===== config.mk =====
export PLATFORM = sky130hd
export DESIGN_NAME = ultrasonic_echo_range_averager
export DESIGN_NICKNAME = d
export VERILOG_FILES = /design/src/rtl/uera_pkg.sv /design/src/rtl/ultrasonic_echo_range_averager.sv
export SDC_FILE = /design/constraint.sdc
export NUM_CORES = 2
export LEC_CHECK = 0
export ABC_AREA = 1
export ABC_CLOCK_PERIOD_IN_PS = 7250
export BUFFER_PORTS_ARGS = -buffer_cell sky130_fd_sc_hd__buf_2
export CORE_MARGIN = 5
export CORE_UTILIZATION = 50
export CTS_CLUSTER_SIZE = 25
export DETAILED_ROUTE_END_ITERATION = 6
export HOLD_SLACK_MARGIN = 0.1
export PLACE_DENSITY = 0.67
export SLEW_MARGIN = 10
export SYNTH_ARGS = -nofsm -noshare
export SYNTH_HDL_FRONTEND = slang
export SYNTH_SLANG_ARGS = --single-unit

===== constraint.sdc =====
create_clock -name clk -period 7.25 [get_ports clk]
set_clock_uncertainty 0.2 [all_clocks]
set_input_delay 1.0875 -clock clk [delete_from_list [all_inputs] [get_ports clk]]
set_output_delay 1.0875 -clock clk [all_outputs]
set_load 0.05 [all_outputs]

===== src/rtl/uera_pkg.sv =====
// Shared types, codes and fixed constants of the echo range averager.
package uera_pkg;

    localparam int ECHO_W     = 24;
    localparam int CM_W       = 10;
    localparam int TENTHS_W   = 4;
    localparam int SUM_W      = 22;
    localparam int CNT_W      = 5;
    localparam int CFG_IDX_W  = 3;
    localparam int CFG_DATA_W = 24;
    localparam int IN_TDATA_W  = 24;
    localparam int OUT_TDATA_W = 24;

    // Output word layout, lowest bit first.
    localparam int OUT_STATUS_LSB = 0;
    localparam int OUT_IND_LSB    = 2;
    localparam int OUT_WHOLE_LSB  = 4;
    localparam int OUT_TENTHS_LSB = 14;
    localparam int OUT_USED_W     = 18;

    localparam logic [SUM_W-1:0] SUM_MAX = '1;

    // Tenths of cm = sum * 3430 / (100000 * samples).
    localparam int  SOUND_X10   = 3430;
    localparam int  CM_SCALE    = 100000;
    localparam int  RECIP_SHIFT = 23;
    localparam int  RECIP_W     = 19;
    localparam int  TENTHS_TOT_W = 18;
    localparam int  NUM_W       = 34;

    // Exact divide by ten for values below 10240.
    localparam int  DIV10_MUL   = 52429;
    localparam int  DIV10_SHIFT = 19;
    localparam int  DIV10_IN_W  = 14;
    localparam logic [TENTHS_TOT_W-1:0] TENTHS_SAT = 18'd10240;
    localparam logic [CM_W-1:0]     WHOLE_MAX  = 10'd1023;
    localparam logic [TENTHS_W-1:0] TENTH_MAX  = 4'd9;

    localparam logic [ECHO_W-1:0] MIN_ECHO_RST = 24'd9329;
    localparam logic [ECHO_W-1:0] MAX_ECHO_RST = 24'd1865889;
    localparam logic [CM_W-1:0]   NEAR_LO_RST  = 10'd5;
    localparam logic [CM_W-1:0]   NEAR_HI_RST  = 10'd25;
    localparam logic [CM_W-1:0]   MID_LO_RST   = 10'd26;
    localparam logic [CM_W-1:0]   MID_HI_RST   = 10'd50;
    localparam logic [CM_W-1:0]   FAR_LO_RST   = 10'd51;
    localparam logic [CM_W-1:0]   FAR_HI_RST   = 10'd400;

    typedef enum logic [1:0] {
        STATUS_ACC = 2'd0,
        STATUS_AVG = 2'd1,
        STATUS_ERR = 2'd2
    } status_t;

    typedef enum logic [1:0] {
        IND_NONE  = 2'd0,
        IND_RED   = 2'd1,
        IND_BLUE  = 2'd2,
        IND_GREEN = 2'd3
    } indicator_t;

    typedef enum logic [CFG_IDX_W-1:0] {
        CFG_MIN_ECHO = 3'd0,
        CFG_MAX_ECHO = 3'd1,
        CFG_NEAR_LO  = 3'd2,
        CFG_NEAR_HI  = 3'd3,
        CFG_MID_LO   = 3'd4,
        CFG_MID_HI   = 3'd5,
        CFG_FAR_LO   = 3'd6,
        CFG_FAR_HI   = 3'd7
    } cfg_idx_t;

endpackage


===== src/rtl/ultrasonic_echo_range_averager.sv =====
// Echo range averager: windowed echo accumulate, exact cm average, band indicator.
// Throughput: one word per cycle unless m_tready is low with every stage full; six
// registered stages (input, accumulate, reciprocal multiply, remainder correction,
// divide by ten, output) advance and fill bubbles.
// Reset (rst_n low, asynchronous): pipeline empty, sum and count zero, window and
// band registers back to their defaults.
module ultrasonic_echo_range_averager #(
    parameter int SAMPLES_PER_AVERAGE = 25
) (
    input  logic                                  clk,
    input  logic                                  rst_n,
    // configuration write port
    input  logic                                  cfg_wr_en,
    input  logic [uera_pkg::CFG_IDX_W-1:0]        cfg_addr,
    input  logic [uera_pkg::CFG_DATA_W-1:0]       cfg_wdata,
    // echo words in
    input  logic                                  s_tvalid,
    output logic                                  s_tready,
    input  logic [uera_pkg::IN_TDATA_W-1:0]       s_tdata,   // [23:0] echo_cycles
    // result words out
    output logic                                  m_tvalid,
    input  logic                                  m_tready,
    // [1:0] status, [3:2] indicator, [13:4] whole_cm, [17:14] tenths_cm, [23:18] zero
    output logic [uera_pkg::OUT_TDATA_W-1:0]      m_tdata
);

    localparam int NSTG = 6;
    // Denominator of the tenths quotient and its truncated reciprocal.
    localparam longint DEN     = longint'(uera_pkg::CM_SCALE) * SAMPLES_PER_AVERAGE;
    localparam longint RECIP_L = (longint'(uera_pkg::SOUND_X10) << uera_pkg::RECIP_SHIFT)
                                 / DEN;
    localparam logic [uera_pkg::RECIP_W-1:0] RECIP = uera_pkg::RECIP_W'(RECIP_L);
    localparam logic [uera_pkg::NUM_W-1:0]   DEN_N = uera_pkg::NUM_W'(DEN);
    localparam logic [uera_pkg::CNT_W:0]     SAMPLES = (uera_pkg::CNT_W+1)'(SAMPLES_PER_AVERAGE);

    localparam int PROD_W  = uera_pkg::SUM_W + uera_pkg::RECIP_W;
    localparam int TDEN_W  = uera_pkg::TENTHS_TOT_W + uera_pkg::NUM_W;
    localparam int DIV10_W = uera_pkg::DIV10_IN_W + 16;

    // ---------------------------------------------------------------
    // Configuration registers
    // ---------------------------------------------------------------
    logic [uera_pkg::ECHO_W-1:0] min_echo_reg, max_echo_reg;
    logic [uera_pkg::CM_W-1:0]   near_lo_reg, near_hi_reg, mid_lo_reg, mid_hi_reg;
    logic [uera_pkg::CM_W-1:0]   far_lo_reg, far_hi_reg;

    always_ff @(posedge clk or negedge rst_n)
    begin
        if (!rst_n)
        begin
            min_echo_reg <= uera_pkg::MIN_ECHO_RST;
            max_echo_reg <= uera_pkg::MAX_ECHO_RST;
            near_lo_reg  <= uera_pkg::NEAR_LO_RST;
            near_hi_reg  <= uera_pkg::NEAR_HI_RST;
            mid_lo_reg   <= uera_pkg::MID_LO_RST;
            mid_hi_reg   <= uera_pkg::MID_HI_RST;
            far_lo_reg   <= uera_pkg::FAR_LO_RST;
            far_hi_reg   <= uera_pkg::FAR_HI_RST;
        end
        else if (cfg_wr_en)
        begin
            // Every 3-bit index names a register; 10-bit bands take the low bits.
            unique case (uera_pkg::cfg_idx_t'(cfg_addr))
                uera_pkg::CFG_MIN_ECHO: min_echo_reg <= cfg_wdata;
                uera_pkg::CFG_MAX_ECHO: max_echo_reg <= cfg_wdata;
                uera_pkg::CFG_NEAR_LO:  near_lo_reg  <= cfg_wdata[uera_pkg::CM_W-1:0];
                uera_pkg::CFG_NEAR_HI:  near_hi_reg  <= cfg_wdata[uera_pkg::CM_W-1:0];
                uera_pkg::CFG_MID_LO:   mid_lo_reg   <= cfg_wdata[uera_pkg::CM_W-1:0];
                uera_pkg::CFG_MID_HI:   mid_hi_reg   <= cfg_wdata[uera_pkg::CM_W-1:0];
                uera_pkg::CFG_FAR_LO:   far_lo_reg   <= cfg_wdata[uera_pkg::CM_W-1:0];
                uera_pkg::CFG_FAR_HI:   far_hi_reg   <= cfg_wdata[uera_pkg::CM_W-1:0];
                default: ;
            endcase
        end
    end

    // ---------------------------------------------------------------
    // Pipeline flow control: a stage loads when it is empty or its
    // successor loads, so bubbles collapse and a full output still
    // lets upstream words move up.
    // ---------------------------------------------------------------
    logic [NSTG-1:0] vld_reg;
    logic [NSTG-1:0] rdy;

    always_comb
    begin
        rdy[NSTG-1] = !vld_reg[NSTG-1] || m_tready;
        for (int i = NSTG-2; i >= 0; i--)
        begin
            rdy[i] = !vld_reg[i] || rdy[i+1];
        end
    end

    assign s_tready = rdy[0];
    assign m_tvalid = vld_reg[NSTG-1];

    always_ff @(posedge clk or negedge rst_n)
    begin
        if (!rst_n)
        begin
            vld_reg <= '0;
        end
        else
        begin
            if (rdy[0])
            begin
                vld_reg[0] <= s_tvalid;
            end
            for (int i = 1; i < NSTG; i++)
            begin
                if (rdy[i])
                begin
                    vld_reg[i] <= vld_reg[i-1];
                end
            end
        end
    end

    // Stage load strobes: the stage takes a real word this edge.
    logic [NSTG-1:0] ld;
    always_comb
    begin
        ld[0] = rdy[0] && s_tvalid;
        for (int i = 1; i < NSTG; i++)
        begin
            ld[i] = rdy[i] && vld_reg[i-1];
        end
    end

    // ---------------------------------------------------------------
    // Stage 0: input register
    // ---------------------------------------------------------------
    logic [uera_pkg::ECHO_W-1:0] echo_reg;

    always_ff @(posedge clk)
    begin
        if (ld[0])
        begin
            echo_reg <= s_tdata[uera_pkg::ECHO_W-1:0];
        end
    end

    // ---------------------------------------------------------------
    // Stage 1: window check and accumulate. The running sum and count
    // change only when a word moves from stage 0 to stage 1.
    // ---------------------------------------------------------------
    logic [uera_pkg::SUM_W-1:0] sample_sum_reg, sample_sum_next;
    logic [uera_pkg::CNT_W-1:0] sample_count_reg, sample_count_next;
    uera_pkg::status_t          acc_status_reg, acc_status_next;
    logic [uera_pkg::SUM_W-1:0] acc_sum_reg, acc_sum_next;

    logic                       echo_bad;
    logic [uera_pkg::SUM_W:0]   sum_wide;
    logic [uera_pkg::SUM_W-1:0] sum_sat;
    logic [uera_pkg::CNT_W:0]   count_inc;

    always_comb
    begin
        echo_bad  = (echo_reg < min_echo_reg) || (echo_reg > max_echo_reg);
        // Add floor(echo / 16), saturate at the top of the 22-bit sum.
        sum_wide  = {1'b0, sample_sum_reg}
                  + (uera_pkg::SUM_W+1)'(echo_reg >> 4);
        sum_sat   = sum_wide[uera_pkg::SUM_W] ? uera_pkg::SUM_MAX
                                              : sum_wide[uera_pkg::SUM_W-1:0];
        count_inc = {1'b0, sample_count_reg} + (uera_pkg::CNT_W+1)'(1);

        sample_sum_next   = sample_sum_reg;
        sample_count_next = sample_count_reg;
        acc_sum_next      = sum_sat;
        acc_status_next   = uera_pkg::STATUS_ACC;

        if (echo_bad)
        begin
            // Out of window: report, leave the running state alone.
            acc_status_next = uera_pkg::STATUS_ERR;
        end
        else if (count_inc >= SAMPLES)
        begin
            acc_status_next   = uera_pkg::STATUS_AVG;
            sample_sum_next   = '0;
            sample_count_next = '0;
        end
        else
        begin
            sample_sum_next   = sum_sat;
            sample_count_next = count_inc[uera_pkg::CNT_W-1:0];
        end
    end

    always_ff @(posedge clk or negedge rst_n)
    begin
        if (!rst_n)
        begin
            sample_sum_reg   <= '0;
            sample_count_reg <= '0;
        end
        else if (ld[1])
        begin
            sample_sum_reg   <= sample_sum_next;
            sample_count_reg <= sample_count_next;
        end
    end

    always_ff @(posedge clk)
    begin
        if (ld[1])
        begin
            acc_status_reg <= acc_status_next;
            acc_sum_reg    <= acc_sum_next;
        end
    end

    // ---------------------------------------------------------------
    // Stage 2: estimate tenths = floor(sum * 3430 / DEN) by a truncated
    // reciprocal. The estimate is the true value or one below it.
    // ---------------------------------------------------------------
    uera_pkg::status_t                  mul_status_reg;
    logic [uera_pkg::SUM_W-1:0]         mul_sum_reg;
    logic [uera_pkg::TENTHS_TOT_W-1:0]  mul_est_reg;
    logic [PROD_W-1:0]                  recip_prod;

    assign recip_prod = PROD_W'(acc_sum_reg) * PROD_W'(RECIP);

    always_ff @(posedge clk)
    begin
        if (ld[2])
        begin
            mul_status_reg <= acc_status_reg;
            mul_sum_reg    <= acc_sum_reg;
            mul_est_reg    <= recip_prod[uera_pkg::RECIP_SHIFT +: uera_pkg::TENTHS_TOT_W];
        end
    end

    // ---------------------------------------------------------------
    // Stage 3: remainder against the exact numerator, correct the
    // estimate by one and note whether the quotient is exact.
    // ---------------------------------------------------------------
    uera_pkg::status_t                  rem_status_reg;
    logic [uera_pkg::TENTHS_TOT_W-1:0]  rem_tenths_reg;
    logic                               rem_zero_reg;

    logic [uera_pkg::NUM_W-1:0] num10;
    logic [TDEN_W-1:0]          est_den;
    logic [uera_pkg::NUM_W-1:0] rem_raw;
    logic                       rem_corr;

    always_comb
    begin
        num10    = uera_pkg::NUM_W'(mul_sum_reg) * uera_pkg::NUM_W'(uera_pkg::SOUND_X10);
        est_den  = TDEN_W'(mul_est_reg) * TDEN_W'(DEN_N);
        rem_raw  = num10 - est_den[uera_pkg::NUM_W-1:0];
        rem_corr = (rem_raw >= DEN_N);
    end

    always_ff @(posedge clk)
    begin
        if (ld[3])
        begin
            rem_status_reg <= mul_status_reg;
            rem_tenths_reg <= mul_est_reg + uera_pkg::TENTHS_TOT_W'(rem_corr);
            rem_zero_reg   <= rem_corr ? (rem_raw == DEN_N) : (rem_raw == '0);
        end
    end

    // ---------------------------------------------------------------
    // Stage 4: split tenths into whole cm; values of 1024 cm and up
    // only need the flag.
    // ---------------------------------------------------------------
    uera_pkg::status_t                 div_status_reg;
    logic                              div_big_reg;
    logic                              div_rem_zero_reg;
    logic [uera_pkg::DIV10_IN_W-1:0]   div_tenths_reg;
    logic [uera_pkg::CM_W-1:0]         div_whole_reg;
    logic [DIV10_W-1:0]                div10_prod;

    assign div10_prod = DIV10_W'(rem_tenths_reg[uera_pkg::DIV10_IN_W-1:0])
                      * DIV10_W'(uera_pkg::DIV10_MUL);

    always_ff @(posedge clk)
    begin
        if (ld[4])
        begin
            div_status_reg   <= rem_status_reg;
            div_big_reg      <= (rem_tenths_reg >= uera_pkg::TENTHS_SAT);
            div_rem_zero_reg <= rem_zero_reg;
            div_tenths_reg   <= rem_tenths_reg[uera_pkg::DIV10_IN_W-1:0];
            div_whole_reg    <= div10_prod[uera_pkg::DIV10_SHIFT +: uera_pkg::CM_W];
        end
    end

    // ---------------------------------------------------------------
    // Stage 5: tenths digit, saturation, band match, output register.
    // ---------------------------------------------------------------
    // True when the exact average A lies in [lo, hi]; whole is floor(A)
    // widened so 1024 stands for anything past the 10-bit range.
    function automatic logic in_band(input logic [uera_pkg::CM_W:0]   whole,
                                     input logic                      exact,
                                     input logic [uera_pkg::CM_W-1:0] lo,
                                     input logic [uera_pkg::CM_W-1:0] hi);
        logic [uera_pkg::CM_W:0] lo_w;
        logic [uera_pkg::CM_W:0] hi_w;
        lo_w = {1'b0, lo};
        hi_w = {1'b0, hi};
        return (whole >= lo_w) && ((whole < hi_w) || ((whole == hi_w) && exact));
    endfunction

    uera_pkg::status_t           out_status_reg, out_status_next;
    uera_pkg::indicator_t        out_ind_reg, out_ind_next;
    logic [uera_pkg::CM_W-1:0]   out_whole_reg, out_whole_next;
    logic [uera_pkg::TENTHS_W-1:0] out_tenth_reg, out_tenth_next;

    logic [uera_pkg::DIV10_IN_W-1:0] whole_x10;
    logic [uera_pkg::DIV10_IN_W-1:0] tenth_wide;
    logic [uera_pkg::TENTHS_W-1:0]   tenth;
    logic                            avg_exact;
    logic [uera_pkg::CM_W:0]         whole_ext;

    always_comb
    begin
        whole_x10  = (uera_pkg::DIV10_IN_W'(div_whole_reg) << 3)
                   + (uera_pkg::DIV10_IN_W'(div_whole_reg) << 1);
        tenth_wide = div_tenths_reg - whole_x10;
        tenth      = tenth_wide[uera_pkg::TENTHS_W-1:0];
        avg_exact  = div_rem_zero_reg && (tenth == '0);
        whole_ext  = div_big_reg ? {1'b1, {uera_pkg::CM_W{1'b0}}}
                                 : {1'b0, div_whole_reg};

        out_status_next = div_status_reg;
        out_ind_next    = uera_pkg::IND_NONE;
        out_whole_next  = '0;
        out_tenth_next  = '0;

        unique case (div_status_reg)
            uera_pkg::STATUS_ERR:
            begin
                out_ind_next = uera_pkg::IND_RED;
            end
            uera_pkg::STATUS_AVG:
            begin
                out_whole_next = div_big_reg ? uera_pkg::WHOLE_MAX : div_whole_reg;
                out_tenth_next = div_big_reg ? uera_pkg::TENTH_MAX : tenth;
                // Near band first, then middle, then far; gaps give no indicator.
                priority if (in_band(whole_ext, avg_exact, near_lo_reg, near_hi_reg))
                    out_ind_next = uera_pkg::IND_RED;
                else if (in_band(whole_ext, avg_exact, mid_lo_reg, mid_hi_reg))
                    out_ind_next = uera_pkg::IND_BLUE;
                else if (in_band(whole_ext, avg_exact, far_lo_reg, far_hi_reg))
                    out_ind_next = uera_pkg::IND_GREEN;
                else
                    out_ind_next = uera_pkg::IND_NONE;
            end
            default:
            begin
                out_ind_next = uera_pkg::IND_NONE;
            end
        endcase
    end

    always_ff @(posedge clk)
    begin
        if (ld[5])
        begin
            out_status_reg <= out_status_next;
            out_ind_reg    <= out_ind_next;
            out_whole_reg  <= out_whole_next;
            out_tenth_reg  <= out_tenth_next;
        end
    end

    assign m_tdata = {(uera_pkg::OUT_TDATA_W - uera_pkg::OUT_USED_W)'(0),
                      out_tenth_reg, out_whole_reg, out_ind_reg, out_status_reg};

endmodule


==> impl_metrics.ini <==
[outcome]
status = finished with violations
violations = setup timing

[clock_tree]
htree_levels = 1
cts_tree = built
clk-insertion-delay-late_ns = 0.58
cts_buffers = 31
clockBufferDepth = 3
cts_root_buffer = clkbuf_16
clkTransAtPathRegs_ns = 0.06
cts_sinks = 279
hold_buffers = 0

[route]
route.detailed.drc = 0
wl_per_cell_um = 15.77
wl_um = 87350
avgViaCountPerCell = 5.058
drt_pass1_iterations = 5
num_vias = 28022
first_iter_violations = 1559
ant_nets = 0

[die]
ios = 82
initial_core_util_pct = 50.30
die_area_sq_mm = 0.07560
core_area_sq_mm = 0.06979
die_x_um = 275.0
die_h_um = 275.0
fp-row-count = 97

[sta]
worst_slew_pin_slew_ns = 1.087
min_period_ns = 7.333
hold_violations = 0
setup_ws_ns = -0.08294
fin_crit_sh_pct = 101.1
slew_headroom_pct = 27.48
fmax_mhz = 136.4
setup_viol = 5
drv_slew = 0
rsz0062_at_grt = yes

[placed_design]
dp_hpwl_um = 71940
routabilityCongestion = 0.9462
io_buffers = 75

[synthesis]
synth.most_common_cell = inv_1
synth_edf_count = 138
ys_async_sr_fraction_pct = 50.54
ys_top_cells_by_count = inv_1, nand2_1, ha_1
synth_area_sq_mm = 0.03510
synth_sequential_area_ratio_pct = 21.98
synth_area_leader_cell = ha_1
synth-seq-cells = 279
synth_area_leaders = ha_1, fa_1, edfxtp_1
synth_cell_types = 58
yosysTopAreaCellShare_pct = 22.78
synth-warning-count = 0
syn_area_per_cell_sq_um = 8.522
synthFlopType = edfxtp_1
synth_cells = 4119

[hold_path]
hold_path_class = register to register

[job]
maxCapViolations = 0

[critical_path]
cp_common_cell = nand2_1
worstPathRequired_ns = 7.36
path_class = register to register
critPathLaunchType = register
path_max_fanout = 4
cp.arrival_ns = 7.44
cpPeakStageDelay_ns = 0.54
slowest_stage = fa_1
critPathCaptureType = register

[finish]
nFillCells = 6060
utilization_pct = 60.19
drive_gt1_share_pct = 19.04
final_nets = 5587
area_delta_synth_final_pct = 19.66

[global_route]
grt_use_total_pct = 23.37
grt_antenna_before_repair = 8
grt_pass1_wl_um = 144100
grt_pass1_vias = 28821
grt_max_degree = 76
grt.overflow.total = 0
[critical path, delay by kind of cell, from the launching register on]
kind            cells  cell delay [ns]
compound gates      2             0.23
xor+xnor            2             0.41
fa+ha+maj           9             3.22
buf+inv             8             0.68
flops               1             0.43
simple gates       18             1.87
[placed cells by master, fill, tap and decap left out, types with 9 or more instances in the layout]
| cell | count |
|---|---|
| buf_6 | 19 |
| o21bai_1 | 11 |
| edfxtp_1 | 138 |
| nor3_1 | 23 |
| o21ai_0 | 189 |
| nand3_1 | 104 |
| clkbuf_16 | 32 |
| ha_1 | 578 |
| nand2_4 | 16 |
| xor2_1 | 52 |
| o21ai_1 | 23 |
| or2_2 | 10 |
| dfrtp_1 | 107 |
| a21oi_1 | 176 |
| nor2_1 | 194 |
| nor2_2 | 27 |
| fa_1 | 315 |
| a21o_1 | 16 |
| nand2_2 | 56 |
| o21ai_2 | 19 |
| inv_2 | 23 |
| a21oi_2 | 37 |
| inv_1 | 947 |
| ha_4 | 55 |
| dfstp_2 | 34 |
| xnor2_1 | 42 |
| nand3b_1 | 9 |
| buf_2 | 74 |
| nand3_2 | 18 |
| buf_4 | 364 |
| nand4_1 | 52 |
| nand2_1 | 682 |
[worst paths after layout]
| kind | depth (start not counted) | startpoint | end | slack (ns) |
|---|---|---|---|---|
| hold reg to reg | 0 | mul_status_reg[0]$_DFFE_PP_ | rem_status_reg[0]$_DFFE_PP_ | 0.22 |
| min in group asynchronous | 1 | rst_n | sample_count_reg[2]$_DFFE_PN0P_ | 0.31 |
| max in group asynchronous | 2 | rst_n | far_hi_reg[9]$_DFFE_PN0P_ | 5.14 |
| setup reg to reg | 39 | mul_sum_reg[14]$_DFFE_PP_ | rem_tenths_reg[12]$_DFFE_PP_ | -0.08 |
| hold / removal | 0 | mul_status_reg[0]$_DFFE_PP_ | rem_status_reg[0]$_DFFE_PP_ | 0.22 |
| setup / recovery | 39 | mul_sum_reg[14]$_DFFE_PP_ | rem_tenths_reg[12]$_DFFE_PP_ | -0.08 |
[final cells by class]
| class | count | area (sq um) | area share [%] |
|---|---|---|---|
| clock inverters | 12 | 82.58 | 0.1966 |
| inverters | 970 | 3641 | 8.669 |
| clock buffers | 46 | 907.1 | 2.160 |
| multi-input cells | 2832 | 25150 | 59.89 |
| repair buffers | 457 | 3317 | 7.897 |
| flip-flops and latches | 279 | 7715 | 18.37 |
| well taps | 940 | 1176 | 2.800 |
| diodes | 4 | 10.01 | 0.02383 |
[cell families after synthesis]
family	after synthesis	share of synthesized area [%]
AOI/OAI and AO/OA	524	8.202
and+or+nand+nor	1233	14.99
other	1	0.01068
buffers and inverters	1013	11.02
adders and majority gates	960	41.09
xor gates and xnor gates	109	2.720
DFF	279	21.98
[per-layer routing]
metal / vias to the layer above / share of wire [%] / wire length (um) / GRT usage, %
li1: 13981 / - / - / -
met1: 13300 / 45 / 39600 / 32.43
met2: 593 / 47 / 40710 / 38.86
met3: 142 / 5.5 / 4770 / 3.480
met4: 6 / 2.5 / 2226 / 5.574
met5: - / 0.044 / 38 / 0
[metrics by stage]
stage	hold slack, ns	instances	cell area (sq um)	setup WS, ns	setup TNS, ns
floorplan	0.2003	4124	35120	0.1870	0
global placement	0.2015	5409	38820	-0.5159	-4.743
detailed placement	0.2045	5409	38820	-0.6867	-6.851
CTS	0.2190	5512	41100	-0.02549	-0.02549
global route	0.2264	5537	41990	-0.4454	-3.443
finish	0.2174	5540	42000	-0.08294	-0.1545
[timing repair]
action	4_1_cts	5_1_grt
setup buffers	45	26
gates resized for setup	175	158
endpoints found under the setup margin	14	14
pin swaps	85	135
Power is not shown: default switching activity piles up to over one toggle a cycle in this logic, so the estimate is an artifact.
